$ cat config.mk
export PLATFORM = sky130hd
export DESIGN_NAME = lac_isqrt
export DESIGN_NICKNAME = d
export VERILOG_FILES = /design/src/rtl/lac_pkg.sv /design/src/rtl/lac_isqrt.sv
export SDC_FILE = /design/constraint.sdc
export NUM_CORES = 2
export LEC_CHECK = 0
export BUFFER_PORTS_ARGS = -buffer_cell sky130_fd_sc_hd__buf_2
export CAP_MARGIN = 25
export CELL_PAD_IN_SITES_DETAIL_PLACEMENT = 1
export CELL_PAD_IN_SITES_GLOBAL_PLACEMENT = 2
export CORE_ASPECT_RATIO = 1.2
export CORE_MARGIN = 2
export CORE_UTILIZATION = 46
export CTS_CLUSTER_SIZE = 14
export DETAILED_ROUTE_END_ITERATION = 6
export PLACE_DENSITY_LB_ADDON = 0.1
export SLEW_MARGIN = 30
export SYNTH_ARGS = -nofsm -noshare
export SYNTH_HDL_FRONTEND = slang
export SYNTH_MEMORY_MAX_BITS = 65536
export SYNTH_SLANG_ARGS = --single-unit
$ cat constraint.sdc
create_clock -name i_clk -period 4.1 [get_ports i_clk]
set_input_delay 0.205 -clock i_clk [delete_from_list [all_inputs] [get_ports i_clk]]
set_output_delay 0.205 -clock i_clk [all_outputs]
set_load 0.02 [all_outputs]
$ cat src/rtl/lac_pkg.sv
package lac_pkg;

    // Widths of the datapath
    localparam int VEC_W      = 33;  // direction components, one bit past the inputs
    localparam int LZ_W       = 6;   // leading-one position over VEC_W bits
    localparam int MANT_W     = 30;  // normalized component magnitude
    localparam int MANT_MSB   = 29;
    localparam int SQ_W       = 2 * MANT_W;
    localparam int UNIT_W     = 32;  // Q2.30 word
    localparam int SQRT_NW    = 64;  // radicand width
    localparam int ROOT_W     = SQRT_NW / 2 + 1;
    localparam int DEN_W      = 32;
    localparam int NORM_QW    = 31;  // unit quotient never exceeds 2^30
    localparam int QUAT_QW    = 33;  // larger quotients saturate
    localparam int FRAC_W     = 30;
    localparam int PROD_W     = 64;

    localparam logic [UNIT_W-1:0] Q30_ONE = 32'h4000_0000;
    localparam logic [UNIT_W-1:0] Q30_NEG_ONE = 32'hC000_0000;
    localparam logic [UNIT_W-1:0] S32_MAX = 32'h7FFF_FFFF;
    localparam logic [UNIT_W-1:0] S32_MIN = 32'h8000_0000;

    typedef struct packed {
        logic en;
        logic valid;
    } t_pipe_ctl;

endpackage

$ cat src/rtl/lac_isqrt.sv
module lac_isqrt #(
    parameter int NW = 64,
    parameter int SW = 1
) (
    input  logic               i_clk,
    input  logic               i_rst_n,
    input  lac_pkg::t_pipe_ctl i_ctl,
    input  logic [NW-1:0]      i_n,
    input  logic [SW-1:0]      i_sb,
    output logic               o_valid,
    output logic [NW/2:0]      o_root,
    output logic [SW-1:0]      o_sb
);
    localparam int RB = NW / 2;

    logic [RB+1:0] r_rem  [RB];
    logic [RB-1:0] r_root [RB];
    logic [NW-1:0] r_n    [RB];
    logic [SW-1:0] r_sb   [RB];
    logic [RB-1:0] r_v;

    logic [NW/2:0] r_out_root;
    logic [SW-1:0] r_out_sb;
    logic          r_out_v;

    for (genvar k = 0; k < RB; k++) begin : g_step
        logic [RB+1:0] rem_in;
        logic [RB-1:0] root_in;
        logic [NW-1:0] n_in;
        logic [SW-1:0] sb_in;
        logic          v_in;
        logic [RB+2:0] acc;
        logic [RB+2:0] trial_sub;
        logic          ge;

        if (k == 0) begin : g_first
            assign rem_in  = '0;
            assign root_in = '0;
            assign n_in    = i_n;
            assign sb_in   = i_sb;
            assign v_in    = i_ctl.valid;
        end else begin : g_next
            assign rem_in  = r_rem[k-1];
            assign root_in = r_root[k-1];
            assign n_in    = r_n[k-1];
            assign sb_in   = r_sb[k-1];
            assign v_in    = r_v[k-1];
        end

        // bring down the next two radicand bits and try root*4+1
        assign acc       = {rem_in[RB:0], n_in[NW-1-2*k -: 2]};
        assign trial_sub = {1'b0, root_in, 2'b01};
        assign ge        = (acc >= trial_sub);

        always_ff @(posedge i_clk) begin
            if (!i_rst_n) begin
                r_v[k] <= 1'b0;
            end else if (i_ctl.en) begin
                r_v[k] <= v_in;
            end
        end

        always_ff @(posedge i_clk) begin
            if (i_ctl.en) begin
                r_rem[k]  <= ge ? (acc[RB+1:0] - trial_sub[RB+1:0]) : acc[RB+1:0];
                r_root[k] <= {root_in[RB-2:0], ge};
                r_n[k]    <= n_in;
                r_sb[k]   <= sb_in;
            end
        end
    end

    // round to nearest: bump when the remainder exceeds the floor root
    always_ff @(posedge i_clk) begin
        if (!i_rst_n) begin
            r_out_v <= 1'b0;
        end else if (i_ctl.en) begin
            r_out_v <= r_v[RB-1];
        end
    end

    always_ff @(posedge i_clk) begin
        if (i_ctl.en) begin
            r_out_root <= {1'b0, r_root[RB-1]}
                        + (NW/2+1)'(r_rem[RB-1] > {2'b00, r_root[RB-1]});
            r_out_sb   <= r_sb[RB-1];
        end
    end

    assign o_valid = r_out_v;
    assign o_root  = r_out_root;
    assign o_sb    = r_out_sb;
endmodule

==> results.tsv <==
metric	value	unit
insertion_delay	850	ps
grt_pass1_wl	440200	um
antenna_found_initial	3	
dieArea	0.2697	mm^2
area_delta_synth_final	13.39	%
min_period	3892	ps
ys_types	96	
multiInputGateArea	0.04034	mm^2
post-route-period-util	0.9492	
grt_max_degree	135	
num_io_pins	104	
cts_buffers	287	
num_rows	207	
clock-sinks	2627	
final_max_slew_viol_count	0	
hold_path_class	in2reg	
clk_pin_slew_worst_paths	60	ps
irDropWorstVdd	0.5163	mV
dr.first_iter.drc_count	4081	
pwr_density_cell	570.6	mW/mm^2
path_max_fanout	49	
dp_hpwl	210400	um
timing.hold.ws	66.55	ps
ys.flop_type	edfxtp_1	
syn_nets	10150	
critPathArrivalTime	4440	ps
drc	0	
drv_cap	0	
vias	73840	
via_per_inst	5.375	
synth_area	0.1222	mm^2
syn_inst	9479	
cp_data_required_time	4650	ps
drive_gt1_frac	0.08377	
fin_cells	13740	
worstMarginPinSlew	931.9	ps
synth-edff-count	2594	
wl_per_cell	20.64	um
dr.pass1.iters	5	
die_height	568.5	um
final_antenna_net_count	0	
num-fill-cells	26410	
reg2reg_slack	210	ps
final_util	0.5238	
grt_overflow_total	0	
place_congestion	0.8923	
portBuffers	103	
finalPower	79.03	mW
status	complete, no violations	
final_cell_mix	edfxtp_1 (2594), inv_1 (730), nand2_1 (710)	
start_util	0.4619	
cp-start-kind	register	
fin_skew	58.06	ps
fp.coreArea	0.2644	mm^2
synth.avg_cell_area	12.89	um^2
synth-async-reset-ratio	0	
cts_max_level	5	
finalSetupViolCount	0	
synth-seq-cells	2627	
placed_cells	13150	
cts_tree	built	
clock_path_buffers	4	
synth-seq-area-share	0.6431	
grt_use_total	0.2070	
relSlewSlack	0.3700	
ys_warn_count	0	
hold_violations	0	
postCtsSetupRepairBufs	0	
cts_root_buf	clkbuf_16	
die_w	474.4	um
routed_wl	283500	um
num-nets-final	10630	
cp-end-kind	register	
final_common_cell	edfxtp_1	
ff_latch_area	0.07856	mm^2
leakagePower	52.80	nW
grt_pass1_vias	78000	
setup.worst_path.class	reg2reg	
setup-tns-final	0	ps
timing.fmax	257.0	MHz
sequential cells by signal, summed over array words and instances, names as in the netlist:
name	cells
r_rem	1008
o_root	33
r_n	992
r_v	1
r_sb	32
o_sb	1
r_root	528
g_step.v_in	31
o_valid	1
kinds of logic after synthesis:
| kind of cell | after synthesis | synth area share |
|---|---|---|
| buf+inv | 913 | 0.02821 |
| other cells | 1 | 0.00003070 |
| compound gates | 1864 | 0.09448 |
| mux | 117 | 0.01029 |
| xor+xnor | 870 | 0.06238 |
| fa+ha+maj | 597 | 0.06115 |
| flops | 2627 | 0.6431 |
| simple gates | 2490 | 0.1004 |
repair_timing:
item | CTS | global route
endpoints found under the hold margin | 121 | 0
endpoints found under the setup margin | 6 | 23
hold buffers | 81 | 0
gates resized for setup | 6 | 13
cell usage after synthesis, drive strengths merged (14+ instances only):
master	instances	area, um^2
and2	33	206.5
nand4	101	631.9
a21oi	491	2457
o21ai	567	2838
clkbuf	156	585.6
inv	734	2755
xor2	408	3573
nor4	119	769.5
a221oi	17	148.9
a21boi	22	165.2
nor2	555	2086
mux2i	48	480.5
o41ai	21	183.9
nand3b	25	187.7
mux2	69	777.0
a31oi	51	319.1
edfxtp	2594	77890
a21o	254	1907
nand4b	17	148.9
ha	597	7470
and3	58	362.9
a2111oi	14	128.9
o21bai	71	533.0
dfxtp	33	660.6
or4	54	412.9
xnor2	462	4046
nor3	239	1206
nand3	149	755.7
o31ai	55	412.9
or2	36	225.2
buf	20	92.59
o211ai	35	262.8
nor2b	105	656.9
or3	111	709.4
nand2	712	2678
a211oi	55	412.9
o21a	97	728.2
nand2b	127	794.5
worst max-delay path, stage by stage (launching register included):
cell,delay (ps)
edfxtp_1,530
inv_1,100
ha_1,230
or3_1,390
a2bb2oi_2,170
a31oi_1,290
or4b_1,240
a31oi_1,120
a21oi_1,210
nor2b_1,110
nor3_2,460
buf_12,310
mux2_2,440
power by group:
group | internal, mW | switching [mW] | total [mW] | leakage, nW
Sequential | 34.1 | 2.47 | 36.6 | 25.3
Combinational | 7.14 | 9.97 | 17.1 | 23.1
Clock | 14.9 | 10.5 | 25.3 | 4.46
Total | 56.1 | 22.9 | 79.0 | 52.8
final timing paths:
path / from / end / cells past startpoint
worst min register to register: r_n[0][168]$_DFFE_PP_ / r_n[0][232]$_DFFE_PP_ / 0
worst max-delay path: r_root[6][34]$_DFFE_PP_ / r_rem[6][72]$_DFFE_PP_ / 12
worst min-delay path: i_n[2] / r_n[0][2]$_DFFE_PP_ / 2
worst max register to register: r_root[6][34]$_DFFE_PP_ / r_rem[6][72]$_DFFE_PP_ / 12
layout make-up:
| type | count | area share |
|---|---|---|
| repair buffers | 373 | 0.02305 |
| clock buffers | 344 | 0.05469 |
| diodes | 2 | 0.00003613 |
| inverters | 737 | 0.01998 |
| multi-input cells | 5939 | 0.2913 |
| clock inverters | 163 | 0.01173 |
| well taps | 3553 | 0.03210 |
| flip-flops and latches | 2627 | 0.5671 |
through the flow:
step / cell area [um^2] / setup slack [ps]
global placement: 128400 / -201.8
global route: 138500 / -30.29
detailed placement: 128400 / -269.3
floorplan: 122200 / 577.7
CTS: 138400 / 14.36
finish: 138500 / 208.5
routing by layer:
metal / up-vias / track usage / share of wire / wire, um
li1: 35910 / - / - / -
met4: 2 / 0.06884 / 0.033 / 9478
met2: 936 / 0.3797 / 0.52 / 148400
met1: 36520 / 0.2498 / 0.41 / 117600
met5: - / 0 / 0.000046 / 13
met3: 475 / 0.02557 / 0.028 / 8036
Power figures use the tool's default switching activity.
